File: src/hdl/clock_date_setting_editor_unit_assert.svh
// ---------------------------------------------------------------------------
// Assertion macros for the clock date setting editor
// Concurrent checks sampled on clk, switched off while arst_n is low.
// ---------------------------------------------------------------------------
`ifndef CLOCK_DATE_SETTING_EDITOR_UNIT_ASSERT_SVH
`define CLOCK_DATE_SETTING_EDITOR_UNIT_ASSERT_SVH

`ifndef SYNTHESIS

// Consequent must hold in the same cycle as the antecedent.
`define CDSE_ASSERT_SAME(lbl, ante, cons) \
	lbl: assert property (@(posedge clk) disable iff (!arst_n) (ante) |-> (cons)) \
		else $error("cdse assertion failed");

// Consequent must hold in the cycle after the antecedent.
`define CDSE_ASSERT_NEXT(lbl, ante, cons) \
	lbl: assert property (@(posedge clk) disable iff (!arst_n) (ante) |=> (cons)) \
		else $error("cdse assertion failed");

`else

`define CDSE_ASSERT_SAME(lbl, ante, cons)
`define CDSE_ASSERT_NEXT(lbl, ante, cons)

`endif

`endif

File: src/hdl/cdse_pkg.sv
// ---------------------------------------------------------------------------
// Clock date setting editor package
// Codes, reset values, the editor state type and the calendar helpers.
// ---------------------------------------------------------------------------
`default_nettype none

package cdse_pkg;

	// Joystick operations carried in the input tuser.
	localparam logic [2:0] OP_LEFT   = 3'd0;
	localparam logic [2:0] OP_RIGHT  = 3'd1;
	localparam logic [2:0] OP_UP     = 3'd2;
	localparam logic [2:0] OP_DOWN   = 3'd3;
	localparam logic [2:0] OP_CENTER = 3'd4;
	localparam logic [2:0] OP_LOAD   = 3'd5;

	// Display modes.
	localparam logic [2:0] MODE_STANDARD = 3'd0;
	localparam logic [2:0] MODE_TIME     = 3'd1;
	localparam logic [2:0] MODE_ALARM    = 3'd2;
	localparam logic [2:0] MODE_MUSIC    = 3'd3;
	localparam logic [2:0] MODE_RINGING  = 3'd4;
	localparam logic [2:0] MODE_DATE     = 3'd5;

	// Cursor positions; the last code selects no field.
	localparam logic [1:0] CUR_FIRST  = 2'd0;
	localparam logic [1:0] CUR_SECOND = 2'd1;
	localparam logic [1:0] CUR_THIRD  = 2'd2;
	localparam logic [1:0] CUR_NONE   = 2'd3;

	// Field limits and reset values.
	localparam logic [5:0]  HOUR_TOP     = 6'd23;
	localparam logic [5:0]  MINSEC_TOP   = 6'd59;
	localparam logic [13:0] YEAR_MAX     = 14'd9999;
	localparam logic [13:0] CAL_YEAR_RST = 14'd2019;
	localparam logic [4:0]  CAL_DAY_RST  = 5'd1;
	localparam logic [3:0]  CAL_MONTH_RST = 4'd1;

	// Reciprocal of 100 scaled by 2^19, exact enough for any 14-bit year.
	localparam int unsigned RECIP100       = 5243;
	localparam int unsigned RECIP100_SHIFT = 19;

	// Stream widths.
	localparam int unsigned IN_TDATA_W  = 32;
	localparam int unsigned IN_TUSER_W  = 3;
	localparam int unsigned OUT_TDATA_W = 64;

	// Complete editor state.
	typedef struct packed {
		logic [2:0]  menu;
		logic [1:0]  tcur;
		logic [1:0]  acur;
		logic [1:0]  dcur;
		logic [4:0]  set_hour;
		logic [5:0]  set_minute;
		logic [5:0]  set_second;
		logic [4:0]  wake_hour;
		logic [5:0]  wake_minute;
		logic [5:0]  wake_second;
		logic [4:0]  cal_day;
		logic [3:0]  cal_month;
		logic [13:0] cal_year;
	} cdse_state_t;

	// Gregorian leap year. Divisibility by 100 is read from the fraction of
	// the reciprocal product: an exact multiple leaves a fraction of 12 per
	// hundred, which stays far below the reciprocal itself.
	function automatic logic is_leap(input logic [13:0] y);
		logic [26:0] prod;
		logic [7:0]  q;
		logic        div100;
		logic        div400;
		prod   = 27'(y) * 27'(RECIP100);
		q      = prod[26:RECIP100_SHIFT];
		div100 = (prod[RECIP100_SHIFT-1:0] < 19'(RECIP100));
		div400 = div100 && (q[1:0] == 2'd0);
		return (y[1:0] == 2'd0) && (!div100 || div400);
	endfunction

	// Days in a month; zero for a month code outside one to twelve.
	function automatic logic [4:0] month_len(input logic [3:0] m, input logic [13:0] y);
		logic [4:0] len;
		unique case (m)
			4'd1, 4'd3, 4'd5, 4'd7, 4'd8, 4'd10, 4'd12: len = 5'd31;
			4'd4, 4'd6, 4'd9, 4'd11: len = 5'd30;
			4'd2: len = is_leap(y) ? 5'd29 : 5'd28;
			default: len = 5'd0;
		endcase
		return len;
	endfunction

	// Menu selection stepped left; the entry four is skipped.
	function automatic logic [2:0] menu_left(input logic [2:0] s);
		logic [2:0] n;
		unique case (s)
			3'd0: n = 3'd5;
			3'd1: n = 3'd0;
			3'd2: n = 3'd1;
			3'd3: n = 3'd2;
			3'd4: n = 3'd3;
			3'd5: n = 3'd3;
			3'd6: n = 3'd0;
			default: n = 3'd1;
		endcase
		return n;
	endfunction

	// Menu selection stepped right.
	function automatic logic [2:0] menu_right(input logic [2:0] s);
		logic [2:0] n;
		unique case (s)
			3'd0: n = 3'd1;
			3'd1: n = 3'd2;
			3'd2: n = 3'd3;
			3'd3: n = 3'd5;
			3'd4: n = 3'd5;
			3'd5: n = 3'd0;
			3'd6: n = 3'd1;
			default: n = 3'd2;
		endcase
		return n;
	endfunction

	// Field cursor stepped left.
	function automatic logic [1:0] cursor_left(input logic [1:0] c);
		logic [1:0] n;
		unique case (c)
			CUR_FIRST:  n = CUR_THIRD;
			CUR_SECOND: n = CUR_FIRST;
			CUR_THIRD:  n = CUR_SECOND;
			default:    n = CUR_FIRST;
		endcase
		return n;
	endfunction

	// Field cursor stepped right.
	function automatic logic [1:0] cursor_right(input logic [1:0] c);
		logic [1:0] n;
		unique case (c)
			CUR_FIRST:  n = CUR_SECOND;
			CUR_SECOND: n = CUR_THIRD;
			CUR_THIRD:  n = CUR_FIRST;
			default:    n = CUR_SECOND;
		endcase
		return n;
	endfunction

	// Hour, minute or second stepped with wraparound at top.
	function automatic logic [5:0] hms_step(input logic [5:0] v, input logic [5:0] top,
			input logic up);
		logic [5:0] n;
		if (up) begin
			n = (v >= top) ? 6'd0 : v + 6'd1;
		end else begin
			n = (v == 6'd0 || v > top) ? top : v - 6'd1;
		end
		return n;
	endfunction

endpackage

`default_nettype wire

File: src/hdl/clock_date_setting_editor_unit.sv
// ---------------------------------------------------------------------------
// Clock date setting editor
// Joystick driven editor for the menu selection, time, alarm and date.
// ---------------------------------------------------------------------------
//
// Channel   Direction  Beat contents
// s_axis    in         tuser: operation; tdata: mode, load_day, load_month, load_year
// m_axis    out        tdata: menu selection, time, alarm, date, alarm_off pulse
//
// One beat is taken every cycle unless m_axis_tready holds the result back;
// each input beat gives exactly one result beat. A beat waits in the input
// register, then the update logic and the month length and leap year check
// write the state and the result register.
// The input stays ready while the result register is empty or being taken.
// Reset returns the state to menu 0, all times 0 and the date 1 January 2019.
// ---------------------------------------------------------------------------
`default_nettype none

`include "clock_date_setting_editor_unit_assert.svh"

module clock_date_setting_editor_unit (
	input  wire logic                               clk,
	input  wire logic                               arst_n,
	input  wire logic                               s_axis_tvalid,
	output      logic                               s_axis_tready,
	// [2:0] mode, [7:3] load_day, [11:8] load_month, [25:12] load_year
	input  wire logic [cdse_pkg::IN_TDATA_W-1:0]    s_axis_tdata,
	// [2:0] operation
	input  wire logic [cdse_pkg::IN_TUSER_W-1:0]    s_axis_tuser,
	output      logic                               m_axis_tvalid,
	input  wire logic                               m_axis_tready,
	// [2:0] setting_index, [7:3] time_hour, [13:8] time_minute,
	// [19:14] time_second, [24:20] alarm_hour, [30:25] alarm_minute,
	// [36:31] alarm_second, [41:37] date_day, [45:42] date_month,
	// [59:46] date_year, [60] alarm_off
	output      logic [cdse_pkg::OUT_TDATA_W-1:0]   m_axis_tdata
);

	// Input register.
	logic        s1_valid_q;
	logic [2:0]  op_s1;
	logic [2:0]  mode_s1;
	logic [4:0]  lday_s1;
	logic [3:0]  lmonth_s1;
	logic [13:0] lyear_s1;

	// Editor state and result register.
	cdse_pkg::cdse_state_t st_q;
	cdse_pkg::cdse_state_t st_d;
	logic                  off_d;
	logic                  m_valid_q;
	logic [cdse_pkg::OUT_TDATA_W-1:0] m_data_q;

	logic        advance;
	logic        up;
	logic [3:0]  month_up;
	logic [3:0]  month_dn;
	logic [13:0] year_up;
	logic [13:0] year_dn;
	logic [3:0]  dm;
	logic [13:0] dy;
	logic [4:0]  len;

	// The item in the input register moves on when the result register is free.
	assign advance       = s1_valid_q && (!m_valid_q || m_axis_tready);
	assign s_axis_tready = !s1_valid_q || advance;
	assign m_axis_tvalid = m_valid_q;
	assign m_axis_tdata  = m_data_q;

	// Input register control.
	always_ff @(posedge clk or negedge arst_n) begin
		if (!arst_n) begin
			s1_valid_q <= 1'b0;
		end else if (s_axis_tready) begin
			s1_valid_q <= s_axis_tvalid;
		end
	end

	// Input register payload.
	always_ff @(posedge clk) begin
		if (s_axis_tvalid && s_axis_tready) begin
			op_s1     <= s_axis_tuser[2:0];
			mode_s1   <= s_axis_tdata[2:0];
			lday_s1   <= s_axis_tdata[7:3];
			lmonth_s1 <= s_axis_tdata[11:8];
			lyear_s1  <= s_axis_tdata[25:12];
		end
	end

	// Candidate month and year; the day is measured against the month and year
	// that the step leaves behind.
	always_comb begin
		up       = (op_s1 == cdse_pkg::OP_UP);
		month_up = (st_q.cal_month >= 4'd12 || st_q.cal_month == 4'd0) ? 4'd1
			: st_q.cal_month + 4'd1;
		month_dn = (st_q.cal_month <= 4'd1) ? 4'd12 : st_q.cal_month - 4'd1;
		year_up  = (st_q.cal_year >= cdse_pkg::YEAR_MAX) ? cdse_pkg::YEAR_MAX
			: st_q.cal_year + 14'd1;
		year_dn  = (st_q.cal_year != 14'd0) ? st_q.cal_year - 14'd1 : st_q.cal_year;
		dm = st_q.cal_month;
		dy = st_q.cal_year;
		if (st_q.dcur == cdse_pkg::CUR_SECOND) begin
			dm = up ? month_up : month_dn;
		end else if (st_q.dcur == cdse_pkg::CUR_THIRD) begin
			dy = up ? year_up : year_dn;
		end
		len = cdse_pkg::month_len(dm, dy);
	end

	// Next state for the item in the input register.
	always_comb begin
		st_d  = st_q;
		off_d = 1'b0;
		unique case (op_s1)
			cdse_pkg::OP_LEFT, cdse_pkg::OP_RIGHT: begin
				if (mode_s1 == cdse_pkg::MODE_STANDARD) begin
					st_d.menu = (op_s1 == cdse_pkg::OP_LEFT) ? cdse_pkg::menu_left(st_q.menu)
						: cdse_pkg::menu_right(st_q.menu);
				end else if (mode_s1 == cdse_pkg::MODE_TIME) begin
					st_d.tcur = (op_s1 == cdse_pkg::OP_LEFT) ? cdse_pkg::cursor_left(st_q.tcur)
						: cdse_pkg::cursor_right(st_q.tcur);
				end else if (mode_s1 == cdse_pkg::MODE_ALARM) begin
					st_d.acur = (op_s1 == cdse_pkg::OP_LEFT) ? cdse_pkg::cursor_left(st_q.acur)
						: cdse_pkg::cursor_right(st_q.acur);
				end else if (mode_s1 == cdse_pkg::MODE_DATE) begin
					st_d.dcur = (op_s1 == cdse_pkg::OP_LEFT) ? cdse_pkg::cursor_left(st_q.dcur)
						: cdse_pkg::cursor_right(st_q.dcur);
				end
			end
			cdse_pkg::OP_UP, cdse_pkg::OP_DOWN: begin
				if (mode_s1 == cdse_pkg::MODE_TIME) begin
					if (st_q.tcur == cdse_pkg::CUR_FIRST) begin
						st_d.set_hour = 5'(cdse_pkg::hms_step({1'b0, st_q.set_hour},
							cdse_pkg::HOUR_TOP, up));
					end else if (st_q.tcur == cdse_pkg::CUR_SECOND) begin
						st_d.set_minute = cdse_pkg::hms_step(st_q.set_minute,
							cdse_pkg::MINSEC_TOP, up);
					end else if (st_q.tcur == cdse_pkg::CUR_THIRD) begin
						st_d.set_second = cdse_pkg::hms_step(st_q.set_second,
							cdse_pkg::MINSEC_TOP, up);
					end
				end else if (mode_s1 == cdse_pkg::MODE_ALARM) begin
					if (st_q.acur == cdse_pkg::CUR_FIRST) begin
						st_d.wake_hour = 5'(cdse_pkg::hms_step({1'b0, st_q.wake_hour},
							cdse_pkg::HOUR_TOP, up));
					end else if (st_q.acur == cdse_pkg::CUR_SECOND) begin
						st_d.wake_minute = cdse_pkg::hms_step(st_q.wake_minute,
							cdse_pkg::MINSEC_TOP, up);
					end else if (st_q.acur == cdse_pkg::CUR_THIRD) begin
						st_d.wake_second = cdse_pkg::hms_step(st_q.wake_second,
							cdse_pkg::MINSEC_TOP, up);
					end
				end else if (mode_s1 == cdse_pkg::MODE_DATE) begin
					if (st_q.dcur == cdse_pkg::CUR_FIRST) begin
						// Day step; an invalid month leaves the day alone.
						if (len != 5'd0) begin
							if (up) begin
								st_d.cal_day = (st_q.cal_day >= len) ? 5'd1 : st_q.cal_day + 5'd1;
							end else begin
								st_d.cal_day = (st_q.cal_day <= 5'd1) ? len : st_q.cal_day - 5'd1;
							end
						end
					end else if (st_q.dcur != cdse_pkg::CUR_NONE) begin
						// Month or year step with the day clamped to the new length.
						st_d.cal_month = dm;
						st_d.cal_year  = dy;
						if (len != 5'd0 && st_q.cal_day > len) begin
							st_d.cal_day = len;
						end
					end
				end
			end
			cdse_pkg::OP_CENTER: begin
				off_d = (mode_s1 == cdse_pkg::MODE_RINGING);
			end
			cdse_pkg::OP_LOAD: begin
				st_d.cal_day   = lday_s1;
				st_d.cal_month = lmonth_s1;
				st_d.cal_year  = lyear_s1;
			end
			default: begin
				st_d = st_q;
			end
		endcase
	end

	// Editor state.
	always_ff @(posedge clk or negedge arst_n) begin
		if (!arst_n) begin
			st_q <= '{menu: 3'd0, tcur: cdse_pkg::CUR_FIRST, acur: cdse_pkg::CUR_FIRST,
				dcur: cdse_pkg::CUR_FIRST, set_hour: 5'd0, set_minute: 6'd0,
				set_second: 6'd0, wake_hour: 5'd0, wake_minute: 6'd0, wake_second: 6'd0,
				cal_day: cdse_pkg::CAL_DAY_RST, cal_month: cdse_pkg::CAL_MONTH_RST,
				cal_year: cdse_pkg::CAL_YEAR_RST};
		end else if (advance) begin
			st_q <= st_d;
		end
	end

	// Result register control.
	always_ff @(posedge clk or negedge arst_n) begin
		if (!arst_n) begin
			m_valid_q <= 1'b0;
		end else if (advance) begin
			m_valid_q <= 1'b1;
		end else if (m_axis_tready) begin
			m_valid_q <= 1'b0;
		end
	end

	// Result register payload: the state after the update.
	always_ff @(posedge clk) begin
		if (advance) begin
			m_data_q <= {3'd0, off_d, st_d.cal_year, st_d.cal_month, st_d.cal_day,
				st_d.wake_second, st_d.wake_minute, st_d.wake_hour,
				st_d.set_second, st_d.set_minute, st_d.set_hour, st_d.menu};
		end
	end

	// Cursors only ever take the three field positions.
	`CDSE_ASSERT_SAME(a_cursor_legal, 1'b1, st_q.tcur != cdse_pkg::CUR_NONE && st_q.acur != cdse_pkg::CUR_NONE && st_q.dcur != cdse_pkg::CUR_NONE)
	// An item leaving the input register always lands in the result register.
	`CDSE_ASSERT_NEXT(a_advance_fills, advance, m_valid_q)
	// The state only changes when an item is applied.
	`CDSE_ASSERT_NEXT(a_state_frozen, !advance, $stable(st_q))
	// A blocked item stays in the input register unchanged.
	`CDSE_ASSERT_NEXT(a_s1_hold, s1_valid_q && !advance, s1_valid_q && $stable(op_s1) && $stable(mode_s1))
	// The alarm-off pulse reaches the result beat.
	`CDSE_ASSERT_NEXT(a_off_pulse, advance && off_d, m_data_q[60])

endmodule

`default_nettype wire
File: config.mk
export PLATFORM = sky130hd
export DESIGN_NAME = clock_date_setting_editor_unit
export DESIGN_NICKNAME = d
export VERILOG_FILES = /design/src/hdl/cdse_pkg.sv /design/src/hdl/clock_date_setting_editor_unit.sv
export VERILOG_INCLUDE_DIRS = /design/src /design/src/hdl
export SDC_FILE = /design/constraint.sdc
export NUM_CORES = 1
export LEC_CHECK = 0
export BUFFER_PORTS_ARGS = -buffer_cell sky130_fd_sc_hd__buf_2
export CORE_MARGIN = 2
export CORE_UTILIZATION = 55
export DETAILED_ROUTE_END_ITERATION = 10
export PLACE_DENSITY = 0.74
export SYNTH_ARGS = -nofsm -noshare
export SYNTH_HDL_FRONTEND = slang
export SYNTH_SLANG_ARGS = --single-unit
export TNS_END_PERCENT = 30
File: constraint.sdc
create_clock -name clk -period 11.4 [get_ports clk]
set_clock_uncertainty 0.1 [all_clocks]
set_input_delay 0.57 -clock clk [delete_from_list [all_inputs] [get_ports clk]]
set_output_delay 0.57 -clock clk [all_outputs]
set_load 0.005 [all_outputs]
==> impl_metrics.tcl <==
set metrics [dict create \
    drive_gt1_share_pct 12.6 \
    path_max_fanout 11 \
    required_ns 11.49 \
    drv_slew 0 \
    synth_edf_count 90 \
    synth_area_per_cell_um2 9.12 \
    rows 56 \
    wirelength_um 30500 \
    die_y_um 158 \
    die_area_um2 24900 \
    synth_top_cell_by_area "edfxtp_1" \
    gp_congestion 0.933 \
    endpoint_kind "register" \
    yosysSeqAreaShare_pct 34.0 \
    synthFlopType "edfxtp_1" \
    fmax_mhz 99.4 \
    hold_violations 0 \
    vias 10721 \
    fin_cells 1806 \
    synth-adder-area-share_pct 20.0 \
    coreArea_um2 23300 \
    synth_top_family_by_area "adder cells" \
    cts.reportedPaths.clkPinSlew_ns 0.07 \
    drtPass1Iterations 6 \
    grt_pass1_vias 10181 \
    ys_ff_latch 158 \
    synth.area.top_cells "edfxtp_1, dfrtp_1, ha_1, fa_1, inv_1" \
    cts_root_buf "clkbuf_16" \
    synth_xor_area_share_pct 2.22 \
    max_cap_viol_count 0 \
    worstSkewPairLatency_ns 0.44 \
    synthTopCellsByCount "inv_1, nand2_1, ha_1" \
    ant_nets 0 \
    cp-start-kind "register" \
    finalWorstSetupSlack_ns 1.33 \
    rsz0062_at_grt "no" \
    area_growth_pct 9.20 \
    min_period_ns 10.07 \
    arrival_ns 10.16 \
    grt.total_usage_pct 25.5 \
    crit_top_cell "inv_1" \
    cts_hold_buf 0 \
    slew_headroom_pct 35.1 \
    synth_compound_area_share_pct 19.2 \
    status "completed" \
    ys_warn_count 0 \
    setup_viol 0 \
    max_stage_delay_ns 0.63 \
    cp_slowest_cell "or4b_1" \
    dp_cells 1774 \
    drc_errors 0 \
    yosysUniqueCellTypes 91 \
    cts_setup_buffers 0 \
    worstSetupPathType "register to register" \
    cts_sinks 158 \
    synth_cells 1425 \
    start_util_pct 55.7 \
    hold_path.class "primary input to async pin" \
    synthMuxAreaShare_pct 2.24 \
    antenna_found_initial 0 \
    htree_levels 4 \
    async_flop_share_pct 43.0 \
    cts_made_buffers 17 \
    worstMarginPinSlew_ns 0.973 \
    grt_pass1_wl_um 50500 \
    drt-vias-per-instance 5.94 \
    ctsResizeCount 0 \
    cts_max_path_buffers 2 \
    tritoncts "done" \
    fin_setup_tns_ns 0 \
    fill_cells 2006 \
    post_drt_wl_per_cell_um 16.9 \
    min_period_over_period_pct 88.3 \
    antennaDiodeCount 0 \
    yosysMostFrequentCell "inv_1" \
    synth-simple-area-share_pct 14.9 \
    place_hpwl_um 22100 \
    portBuffers 95 \
    io_pins 105 \
    synthesis.area_um2 13000 \
    first_iter_violations 745 \
    die_w_um 158 \
    grt_max_degree 75 \
    worstRegToRegCells 34 \
    dp_slack_ns 1.43 \
    nNetsFinal 1686 \
    yosysTopAreaCellShare_pct 20.8 \
    overflow 0 \
]
## layer usage
metal	wire length (um)	track usage, %	part of all wire [%]
met5	0	0	0
met4	741	8.74	2.4
met1	13500	35.4	44
met2	14400	41.1	47
met3	1840	3.48	6.0
## registers in the layout, summed over array words and instances (netlist names)
signal	cells
lday_s1	5
op_s1	3
lyear_s1	14
s1_valid_q	1
m_axis_tvalid	1
m_axis_tdata	61
lmonth_s1	4
mode_s1	3
st_q	66
## cell families after synthesis
logic type | Yosys count
AOI/OAI and AO/OA | 383
DFF | 158
other | 1
muxes | 26
and+or+nand+nor | 402
xor gates and xnor gates | 33
adders and majority gates | 174
buffers and inverters | 248
## worst paths after layout
check	slack, ns	to	startpoint
worst max-delay path	1.33	m_axis_tdata[39]	st_q[0]
worst min-delay path	0.18	st_q[36]	arst_n
worst max register to register	1.33	m_axis_tdata[39]	st_q[0]
worst min register to register	0.42	st_q[18]	lday_s1[0]
max in group asynchronous	10.37	st_q[12]	arst_n
min in group clk	0.20	lyear_s1[11]	s_axis_tdata[23]
## worst max-delay path, delay by kind of cell, from the launching register on
kind | cells | cell delay, ns
fa+ha+maj | 8 | 3.16
buf+inv | 6 | 0.52
flops | 1 | 0.40
compound gates | 11 | 3.08
simple gates | 9 | 2.56
## placed cells by master, fill, tap and decap left out, types with 13 or more instances in the layout
cell type and n:
edfxtp_1 90, nor2_1 87, nand3_1 37, clkbuf_16 17, fa_1 57, nor3_1 32
a211oi_1 16, a31oi_1 13, nand2_1 145, o21ai_0 102, mux2_2 17, o31ai_1 16
dfrtp_1 58, a22oi_1 24, buf_4 17, inv_1 163, ha_1 116, a21oi_1 86
a21o_1 18, xnor2_1 23, buf_2 94
## area by class of cell
| type | count | area, um^2 | area share (%) |
|---|---|---|---|
| Clock buffer | 18 | 429 | 3.02 |
| Clock inverter | 14 | 97.6 | 0.688 |
| Inverter | 165 | 622 | 4.38 |
| Multi-Input combinational cell | 1021 | 7630 | 53.8 |
| Sequential cell | 158 | 4420 | 31.1 |
| Tap cell | 319 | 399 | 2.81 |
| Timing Repair Buffer | 111 | 598 | 4.21 |
## metrics by stage
stage                     instance area (um^2)  hold WS (ns)  util [%]
after global routing                     14200         0.191      60.8
after global placement                   13700         0.365      58.6
after detailed placement                 13700         0.391      58.6
after floorplan                          13000         0.174         -
after CTS                                14200         0.193      60.8
final                                    14200         0.183      60.8
Power is left out: the tool's default activity adds up to more than one toggle a clock period on the data nets, which glitch-free logic cannot reach.
